<file path="config.mk">
export PLATFORM = sky130hd
export DESIGN_NAME = priority_wait_capacity_allocator
export DESIGN_NICKNAME = d
export VERILOG_FILES = /design/src/hdl/pwca_pkg.sv /design/src/hdl/priority_wait_capacity_allocator.sv /design/src/hdl/pwca_wait_mem.sv
export SDC_FILE = /design/constraint.sdc
export NUM_CORES = 1
export LEC_CHECK = 0
export BUFFER_PORTS_ARGS = -buffer_cell sky130_fd_sc_hd__buf_2
export CORE_ASPECT_RATIO = 0.6
export CORE_MARGIN = 5
export CORE_UTILIZATION = 69
export CTS_BUF_LIST = sky130_fd_sc_hd__clkbuf_4 sky130_fd_sc_hd__clkbuf_8
export DETAILED_ROUTE_END_ITERATION = 8
export PLACE_DENSITY = 0.9
export SYNTH_ARGS = -nofsm -noshare
export SYNTH_HDL_FRONTEND = slang
export SYNTH_HIERARCHICAL = 1
export SYNTH_SLANG_ARGS = --single-unit
</file>
<file path="constraint.sdc">
create_clock -name clock -period 14.94 [get_ports clock]
set_input_delay 2.241 -clock clock [delete_from_list [all_inputs] [get_ports clock]]
set_output_delay 2.241 -clock clock [all_outputs]
set_load 0.05 [all_outputs]
</file>
<file path="src/hdl/pwca_pkg.sv">
// Package: shared types, status codes and queue ordering for the capacity allocator.
package pwca_pkg;

   typedef struct packed {
      logic [7:0]  gprio;
      logic [7:0]  sprio;
      logic [15:0] amount;
      logic [7:0]  id;
   } entry_type;

   typedef enum logic [0:0] {
      OP_REQUEST = 1'b0,
      OP_RELEASE = 1'b1
   } op_type;

   typedef enum logic [2:0] {
      ST_GRANTED     = 3'd0,
      ST_QUEUED      = 3'd1,
      ST_QUEUE_FULL  = 3'd2,
      ST_RELEASED    = 3'd3,
      ST_REL_GRANTED = 3'd4,
      ST_REL_OVERRUN = 3'd5
   } status_type;

   typedef enum logic [3:0] {
      FSM_IDLE   = 4'b0001,
      FSM_INSERT = 4'b0010,
      FSM_SCAN   = 4'b0100,
      FSM_SHIFT  = 4'b1000
   } fsm_type;

   function automatic logic ranks_ahead(input entry_type a, input entry_type b);
      ranks_ahead = {a.sprio, a.gprio} > {b.sprio, b.gprio};
   endfunction

endpackage

</file>
<file path="src/hdl/priority_wait_capacity_allocator.sv">
// Top level: capacity allocator with a priority-ordered wait queue held in memory.
//
//   channel  direction  tdata fields (low bit up)                        tuser
//   req      in         requester_id, amount, sprio, gprio (40 bits)     operation
//   rsp      out        granted_id, granted_amount, free, waiting (48)   status
//   csr      in         total_capacity (16 bits), write enable          -
//
// Immediate grants, queue-full answers, release overruns and work on an empty queue
// are decided in the accept cycle; the result shows on rsp from the next cycle.
// After the accept cycle an insert walks up from the tail, moving each entry it passes
// back one place; a release scans the waiters from the head and closes the granted gap.
// Synchronous reset clears the queue length and loads free and total capacity with 16.
// A result held by rsp_tready blocks the next transfer on req.
module priority_wait_capacity_allocator #(
   parameter int QUEUE_DEPTH = 16
) (
   input  logic        clock,
   input  logic        reset,
   input  logic        req_tvalid,
   output logic        req_tready,
   input  logic [39:0] req_tdata,   // requester_id, amount, service_priority, general_priority
   input  logic [0:0]  req_tuser,   // operation
   output logic        rsp_tvalid,
   input  logic        rsp_tready,
   output logic [47:0] rsp_tdata,   // granted_id, granted_amount, free_units, waiting_count
   output logic [2:0]  rsp_tuser,   // status
   input  logic        csr_wr_en,
   input  logic [15:0] csr_wr_data
);

   localparam int AW = (QUEUE_DEPTH > 1) ? $clog2(QUEUE_DEPTH) : 1;
   localparam int CW = $clog2(QUEUE_DEPTH + 1);

   pwca_pkg::fsm_type   state_ff, state_in;
   logic [CW-1:0]       ptr_ff, ptr_in;
   logic [CW-1:0]       len_ff, len_in;
   logic [15:0]         free_ff, free_in;
   logic [15:0]         total_ff, total_in;
   pwca_pkg::entry_type newent_ff, newent_in;

   logic                rsp_valid_ff, rsp_valid_in;
   logic [2:0]          rsp_status_ff, rsp_status_in;
   logic [7:0]          rsp_gid_ff, rsp_gid_in;
   logic [15:0]         rsp_gamt_ff, rsp_gamt_in;
   logic [15:0]         rsp_free_ff, rsp_free_in;
   logic [4:0]          rsp_wc_ff, rsp_wc_in;

   logic                mem_we;
   logic [AW-1:0]       mem_waddr;
   logic [AW-1:0]       mem_raddr;
   pwca_pkg::entry_type mem_wdata;
   pwca_pkg::entry_type mem_rdata;

   pwca_pkg::entry_type req_entry;
   logic                req_xfer;
   logic                fin;
   logic [16:0]         sum;

   pwca_wait_mem #(
      .DEPTH (QUEUE_DEPTH),
      .AW    (AW)
   ) u_wait_mem (
      .clock   (clock),
      .wr_en   (mem_we),
      .wr_addr (mem_waddr),
      .wr_data (mem_wdata),
      .rd_addr (mem_raddr),
      .rd_data (mem_rdata)
   );

   assign req_entry  = pwca_pkg::entry_type'(req_tdata);
   assign req_tready = (state_ff == pwca_pkg::FSM_IDLE) && (!rsp_valid_ff || rsp_tready);
   assign req_xfer   = req_tvalid && req_tready;
   assign sum        = {1'b0, free_ff} + {1'b0, req_entry.amount};

   always_comb begin
      state_in      = state_ff;
      ptr_in        = ptr_ff;
      len_in        = len_ff;
      free_in       = free_ff;
      total_in      = total_ff;
      newent_in     = newent_ff;
      rsp_valid_in  = rsp_valid_ff && !rsp_tready;
      rsp_status_in = rsp_status_ff;
      rsp_gid_in    = rsp_gid_ff;
      rsp_gamt_in   = rsp_gamt_ff;
      rsp_free_in   = rsp_free_ff;
      rsp_wc_in     = rsp_wc_ff;
      mem_we        = 1'b0;
      mem_waddr     = AW'(ptr_ff);
      mem_wdata     = newent_ff;
      mem_raddr     = '0;
      fin           = 1'b0;

      case (state_ff)
         pwca_pkg::FSM_IDLE: begin
            mem_raddr = (req_tuser[0] == pwca_pkg::OP_RELEASE) ? '0 : AW'(len_ff - CW'(1));
            if (req_xfer) begin
               newent_in   = req_entry;
               rsp_gid_in  = '0;
               rsp_gamt_in = '0;
               if (req_tuser[0] == pwca_pkg::OP_REQUEST) begin
                  if (free_ff >= req_entry.amount) begin
                     free_in       = free_ff - req_entry.amount;
                     fin           = 1'b1;
                     rsp_status_in = pwca_pkg::ST_GRANTED;
                  end else if (len_ff >= CW'(QUEUE_DEPTH)) begin
                     fin           = 1'b1;
                     rsp_status_in = pwca_pkg::ST_QUEUE_FULL;
                  end else if (len_ff == '0) begin
                     mem_we        = 1'b1;
                     mem_waddr     = '0;
                     mem_wdata     = req_entry;
                     len_in        = CW'(1);
                     fin           = 1'b1;
                     rsp_status_in = pwca_pkg::ST_QUEUED;
                  end else begin
                     ptr_in   = len_ff;
                     state_in = pwca_pkg::FSM_INSERT;
                  end
               end else begin
                  if (sum > {1'b0, total_ff}) begin
                     fin           = 1'b1;
                     rsp_status_in = pwca_pkg::ST_REL_OVERRUN;
                  end else begin
                     free_in = sum[15:0];
                     if (len_ff == '0) begin
                        fin           = 1'b1;
                        rsp_status_in = pwca_pkg::ST_RELEASED;
                     end else begin
                        ptr_in   = '0;
                        state_in = pwca_pkg::FSM_SCAN;
                     end
                  end
               end
            end
         end
         pwca_pkg::FSM_INSERT: begin
            mem_we    = 1'b1;
            mem_waddr = AW'(ptr_ff);
            if (ptr_ff != '0 && pwca_pkg::ranks_ahead(newent_ff, mem_rdata)) begin
               mem_wdata = mem_rdata;
               mem_raddr = AW'(ptr_ff - CW'(2));
               ptr_in    = ptr_ff - CW'(1);
            end else begin
               mem_wdata     = newent_ff;
               len_in        = len_ff + CW'(1);
               fin           = 1'b1;
               rsp_status_in = pwca_pkg::ST_QUEUED;
               state_in      = pwca_pkg::FSM_IDLE;
            end
         end
         pwca_pkg::FSM_SCAN: begin
            mem_raddr = AW'(ptr_ff + CW'(1));
            if (mem_rdata.amount <= free_ff) begin
               free_in     = free_ff - mem_rdata.amount;
               rsp_gid_in  = mem_rdata.id;
               rsp_gamt_in = mem_rdata.amount;
               if ((ptr_ff + CW'(1)) < len_ff) begin
                  state_in = pwca_pkg::FSM_SHIFT;
               end else begin
                  len_in        = len_ff - CW'(1);
                  fin           = 1'b1;
                  rsp_status_in = pwca_pkg::ST_REL_GRANTED;
                  state_in      = pwca_pkg::FSM_IDLE;
               end
            end else if ((ptr_ff + CW'(1)) < len_ff) begin
               ptr_in = ptr_ff + CW'(1);
            end else begin
               fin           = 1'b1;
               rsp_status_in = pwca_pkg::ST_RELEASED;
               state_in      = pwca_pkg::FSM_IDLE;
            end
         end
         pwca_pkg::FSM_SHIFT: begin
            mem_we    = 1'b1;
            mem_waddr = AW'(ptr_ff);
            mem_wdata = mem_rdata;
            mem_raddr = AW'(ptr_ff + CW'(2));
            if ((ptr_ff + CW'(2)) < len_ff) begin
               ptr_in = ptr_ff + CW'(1);
            end else begin
               len_in        = len_ff - CW'(1);
               fin           = 1'b1;
               rsp_status_in = pwca_pkg::ST_REL_GRANTED;
               state_in      = pwca_pkg::FSM_IDLE;
            end
         end
         default: begin
            state_in = pwca_pkg::FSM_IDLE;
         end
      endcase

      if (fin) begin
         rsp_valid_in = 1'b1;
         rsp_free_in  = free_in;
         rsp_wc_in    = 5'(len_in);
      end

      if (csr_wr_en) begin
         total_in = csr_wr_data;
         free_in  = csr_wr_data;
      end
   end

   always_ff @(posedge clock) begin
      if (reset) begin
         state_ff     <= pwca_pkg::FSM_IDLE;
         len_ff       <= '0;
         free_ff      <= 16'd16;
         total_ff     <= 16'd16;
         rsp_valid_ff <= 1'b0;
      end else begin
         state_ff     <= state_in;
         len_ff       <= len_in;
         free_ff      <= free_in;
         total_ff     <= total_in;
         rsp_valid_ff <= rsp_valid_in;
      end
      ptr_ff        <= ptr_in;
      newent_ff     <= newent_in;
      rsp_status_ff <= rsp_status_in;
      rsp_gid_ff    <= rsp_gid_in;
      rsp_gamt_ff   <= rsp_gamt_in;
      rsp_free_ff   <= rsp_free_in;
      rsp_wc_ff     <= rsp_wc_in;
   end

   assign rsp_tvalid = rsp_valid_ff;
   assign rsp_tuser  = rsp_status_ff;
   assign rsp_tdata  = {3'b000, rsp_wc_ff, rsp_free_ff, rsp_gamt_ff, rsp_gid_ff};

endmodule

</file>
<file path="src/hdl/pwca_wait_mem.sv">
// Wait queue storage: one write port, one registered read port.
module pwca_wait_mem #(
   parameter int DEPTH = 16,
   parameter int AW    = 4
) (
   input  logic                clock,
   input  logic                wr_en,
   input  logic [AW-1:0]       wr_addr,
   input  pwca_pkg::entry_type wr_data,
   input  logic [AW-1:0]       rd_addr,
   output pwca_pkg::entry_type rd_data
);

   pwca_pkg::entry_type mem [DEPTH];
   pwca_pkg::entry_type rd_data_ff;

   always_ff @(posedge clock) begin
      if (wr_en) begin
         mem[wr_addr] <= wr_data;
      end
      rd_data_ff <= mem[rd_addr];
   end

   assign rd_data = rd_data_ff;

endmodule

</file>
## Word level (Yosys, flattened, before mapping)

Memories as Yosys holds them, arrays and structs flattened. A register that Yosys moved wholly into a read port is not among the register bits.
Cells that the tools add are included.
W data, S select, Z words.

| storage, ports and cells | value |
|---|---|
| bits of input ports | 62 |
| output and inout port bits | 53 |
| RAM bits | 640 |
| memories | 1 |
| logic and storage cells | 164 |
| bits in registers | 135 |

Memory list:

| name | words | width | rd ports | clocked after memory_dff | wr ports | RTL line | RTL |
|---|---|---|---|---|---|---|---|
| u_wait_mem.mem | 16 | 40 | 1 | 1 | 1 | pwca_wait_mem.sv:14 | `pwca_pkg::entry_type mem [DEPTH];` |

| operators by class | value |
|---|---|
| order comparisons | 7 |
| equal/unequal tests | 20 |
| reduce and logical (&&, ||, !) cells | 17 |
| multiplexer cells | 95 |
| add/sub/neg operators | 9 |

Operators by type and width:

| operator | number |
|---|---|
| $mux W40 | 6 |
| $mux W16 | 8 |
| $pmux W40 S3 | 1 |
| $mux W5 | 20 |
| $mux W4 | 20 |
| $pmux W16 S2 | 2 |
| $pmux W5 S4 | 2 |
| $mux W3 | 12 |
| $pmux W4 S4 | 2 |
| $sub A16 B16 Y16 | 2 |
| $ne A2 B2 Y1 const B | 10 |
| $add A16 B16 Y17 | 1 |
| $gt A17 B16 Y1 | 1 |
| $ge A16 B16 Y1 | 1 |
| $gt A16 B16 Y1 | 1 |
| $le A16 B16 Y1 | 1 |
| $mux W1 | 16 |
| $mux W8 | 2 |
| $pmux W8 S2 | 1 |
| $ne A3 B3 Y1 const B | 4 |
| $pmux W3 S4 | 1 |
| $add A5 B1 Y5 const B | 2 |
| $lt A5 B5 Y1 | 2 |
| $reduce_and A10 Y1 | 1 |
| other kinds (24) | 29 |

## Depth between registers and ports, before layout

| logic depth | value |
|---|---|
| depth in word-level cells | 9 |
| depth in mapped cells | 19 |

## Modules after synthesis

Netlist, hierarchy kept.

By module, submodules not included:

| module | cells each | times used | area an instance (um^2) |
|---|---|---|---|
| pwca_wait_mem | 1040 | 1 | 25131.6 |
| priority_wait_capacity_allocator | 1077 | 1 | 9810.7 |

## Worst setup path before layout

Ideal clock, no wire load.

| timing path | value |
|---|---|
| path type | in2reg |
| start point | input port req_tdata[17] |
| end point | memory u_wait_mem/mem[0][0] (netlist name), enable pin |
| data required time | 14453 ps |
| cell stages on the path | 12 |
| slack | 7045 ps |
| setup time | 487 ps |
| data arrival time | 7408 ps |
| path through | inv_1 ha_1 buf_2 a211oi_1 nor2_1 o31ai_1 a32oi_2 nor3_4 clkbuf_1 nor2_1 or3b_2 nor3_1 |

| between the ends | value |
|---|---|
| elaborated cells between the ends (all ways) | 11 |

RTL lines:

| element | RTL line | RTL |
|---|---|---|
| start, declared | priority_wait_capacity_allocator.sv:21 | `input logic [39:0] req_tdata,` |
| $ge A16 B16 Y1 | priority_wait_capacity_allocator.sv:103 | `if (free_ff >= req_entry.amount) begin` |
| $mux W4 | priority_wait_capacity_allocator.sv:103 |  |
| $mux W4 | priority_wait_capacity_allocator.sv:102 | `if (req_tuser[0] == pwca_pkg::OP_REQUEST) begin` |
| $mux W4 | priority_wait_capacity_allocator.sv:98 | `if (req_xfer) begin` |
| $mux W4 | priority_wait_capacity_allocator.sv:95 | `case (state_ff)` |
| net mem_waddr[2] | priority_wait_capacity_allocator.sv:49 | `logic [AW-1:0] mem_waddr;` |
| end, declared | pwca_wait_mem.sv:14 |  |

The timed path passes the listed nets, and every way through them passes these cells.

## Final worst setup path

| timing path | value |
|---|---|
| start point | input port req_tdata[19] |
| end point | memory u_wait_mem/mem[9][18] (netlist name), enable pin |

The elaborated chain is that of the path after synthesis.

==> reports/results.txt <==
compound-cell area share of the yosys netlist -> 0.0755
FF+latch count, synth -> 815
full die area -> 55,400 µm²
mux contribution to synthesized area -> 0.116
total CTS buffers -> 109
share of layout cells above drive strength 1 -> 0.198
first-pass GRT wire length -> 135,000 µm
startpoint class of the critical path -> primary input
final net count -> 2,431
num ports -> 115
wire per inst -> 30.3 µm
max incr delay on CP -> 810 ps
Yosys Warn Count -> 6
prevailing post-synth register cell -> edfxtp_1
sequential element share of the synthesized area -> 0.677
Skew-Pair Late Insertion Delay -> 720 ps
Placer Congestion -> 1.01
Via density -> 6.98
post-synthesis xor/xnor area fraction -> 0.0123
crit path DAT -> 7570 ps
Leak Pwr -> 13.5 nW
post-synthesis to final-layout area growth -> 9.99%
First-pass DRT Iterations -> 6
post-DP HPWL -> 55,300 µm
slowest stage cell, crit path -> nor2_4
Crit. End Element -> flip-flop
skew final -> 53.8 ps
status -> finished, final reports clean
RSZ-0062 raised after global routing -> no
initial antenna violation count -> 2
largest net degree at the start of global routing -> 161
Slew @ Worst Pin -> 1380 ps
pwr/cell area -> 160 nW/µm²
CTS sink cnt -> 815
Final Max Slew Viols -> 0
Slew headroom -> 0.0779
Hold Vio Cnt, Final -> 0
pre-CTS setup slack -> 7370 ps
final worst slack -> 7680 ps
initial DRC count -> 3,050
Crit path top cell by count -> buf_4
r2r setup slk -> 8920 ps
All-Layer GR Usage -> 0.333
WP data required -> 15,250 ps
Setup Viol. Count Final -> 0
cts repair resizes -> 0
Cell Area, Synth -> 34,900 µm²
Bufs and invs on worst path -> 4
CTS tree -> built
Crit path max-delay family -> simple AND/OR/NAND/NOR gates
Die Span X -> 301 µm
Fin Setup TNS -> 0 ps
max-cap violation count -> 0
Clock Tree Buf Depth -> 3
Critical Path Fanout Max -> 46
HP Class -> reg2reg
ys async rst share -> 0
root buf cell -> clkbuf_8
Syn Inst Count -> 2,117
Die H -> 184 µm
CP Cell Sequence -> buf_2 > inv_1 > ha_1 > nand4_1 > nor4_1 > nor3_1 > a32oi_2 > nor3_4 > buf_4 > nor2_1 > nand2b_1 > nor2_4 > buf_4
remaining routing DRC violations -> 0
ANT nets after route -> 0
clk slew on worst S/H paths -> 70 ps
Hold-fix buffers, CTS -> 0
final period utilization -> 0.486
row count -> 63
achievable clock frequency -> 138 MHz
post-synthesis simple-gate area fraction -> 0.0547
Adder-Cell Fraction of Synth Area -> 0.0357
number of global-route vias before repair -> 21,300
Post-CTS Setup Repair Bufs -> 0
initial core utilization -> 0.703
Netlist cell types -> 85
syn avg cell area -> 16.5 µm²
Core Footprint -> 49,700 µm²
CP Class -> in2reg
Post-synth EDFFs -> 733
Min Clock Period, post-route -> 7260 ps
via count -> 21,300
IO Port Bufs -> 111
routed wire length -> 92,400 µm
H-tree depth -> 3
residual overflow from global routing -> 0
largest family of logic cells by synthesized area -> multiplexers
Worst IR Drop VDD -> 0.139 mV
==> flip-flops by register name (all words and copies together) (netlist names) <==
signal              flops
u_wait_mem/mem        640
newent_ff              40
u_wait_mem/rd_data     40
free_ff                16
rsp_free_ff            16
rsp_gamt_ff            16
total_ff               16
rsp_gid_ff              8
len_ff                  5
ptr_ff                  5
rsp_wc_ff               5
state_ff                4
rsp_tuser               3
rsp_tvalid              1
==> worst reg2reg max path, delay by kind of cell, from the launching register on <==
| kind | cells | cell delay, ps |
|---|---|---|
| and+or+nand+nor | 5 | 1600 |
| buffers and inverters | 2 | 1640 |
| AOI/OAI and AO/OA | 4 | 1150 |
| adders and majority gates | 1 | 340 |
| DFF | 1 | 420 |
| muxes | 1 | 760 |
==> final timing paths <==
| check | cells after the start | end | startpoint |
|---|---|---|---|
| max | 13 | u_wait_mem/mem[9][18]$_DFFE_PP_ | req_tdata[19] |
| max reg2reg | 13 | u_wait_mem/rd_data[15]$_DFF_P_ | newent_ff[27]$_DFFE_PP_ |
| min reg2reg | 2 | total_ff[4]$_SDFFE_PP1P_ | total_ff[4]$_SDFFE_PP1P_ |
| min | 2 | total_ff[4]$_SDFFE_PP1P_ | total_ff[4]$_SDFFE_PP1P_ |
==> placed cells by master (no fill, tap or decap), drive strengths merged, types with 38 or more instances in the layout <==
cell type / synthesis / final
nor2: 148 / 148
mux4: 160 / 160
clkbuf: 53 / 155
dfxtp: 82 / 82
ha: 95 / 95
a21oi: 69 / 69
clkinv: 1 / 41
nand2: 112 / 112
edfxtp: 733 / 733
a22oi: 84 / 84
o21ai: 38 / 38
buf: 49 / 143
inv: 103 / 106
a221o: 45 / 45
==> cell type report <==
cell class | instances | area, µm²
tap | 682 | 853
fill | 2672 | 11300
timing repair buffer | 143 | 821
sequential | 815 | 23700
inverter | 104 | 390
multi-input combinational | 1098 | 10500
antenna | 2 | 5.00
clock inverter | 48 | 374
clock buffer | 155 | 1880
==> layer usage <==
layer  track usage  wire, µm
met1         0.480     34100
met2         0.496     41700
met3         0.111     13700
met4         0.100      2840
met5             0         0
==> cell families (layout without fill, tap and decap cells) <==
logic type               Yosys count  after routing
flip-flops                       815            815
AND/OR/NAND/NOR                  407            407
adder cells (fa/ha/maj)           98             98
multiplexers                     181            181
XOR/XNOR                          49             49
AO/OA/AOI/OAI                    360            360
buffers and inverters            206            450
other                              1              5
==> where the power goes <==
group,total (mW),internal (mW),switching [mW]
registers,2.81,2.75,0.0657
logic,1.60,0.548,1.05
clock network,1.72,0.888,0.836
==> stage by stage <==
| stage | util | std cells | total power, mW | hold WS [ps] | area [µm²] |
|---|---|---|---|---|---|
| 6_report | 0.773 | 3047 | 6.14 | 493 | 38400 |
| 5_1_grt | 0.773 | 3047 | 6.36 | 520 | 38400 |
| 4_1_cts | 0.773 | 3045 | 6.10 | 495 | 38400 |
| 3_5_place_dp | 0.727 | 2842 | 4.39 | 475 | 36200 |
| 3_3_place_gp | 0.727 | 2842 | 4.32 | 469 | 36200 |
| 2_1_floorplan | - | 2119 | 3.93 | 449 | 34900 |
==> synth_stat cells, types with 9 or more instances <==
master      n  area share
edfxtp_1  733        0.63
xor2_1     15      0.0038
a311oi_1   13      0.0033
and2_1     17      0.0030
dfxtp_1    82       0.047
nand2b_1   13      0.0023
buf_2      29      0.0042
o22ai_1    10      0.0018
buf_12     11      0.0063
o21ai_0    35      0.0050
a21oi_1    69      0.0099
a22oi_1    84       0.018
mux2i_1    18      0.0052
o211ai_1   10      0.0021
or3_1       9      0.0016
nor3_1     20      0.0029
nor2_1    148       0.016
ha_1       95       0.034
nand4_1    11      0.0020
mux4_1     60       0.045
inv_1     100       0.011
a21o_1     12      0.0026
a211oi_1   12      0.0026
nor2b_1    19      0.0034
nand2_1   111       0.012
a221o_1    44       0.013
xnor2_1    34      0.0085
nand3_1    22      0.0032
clkbuf_1   53      0.0057
mux4_2    100       0.064
Power figures use the tool's default switching activity.
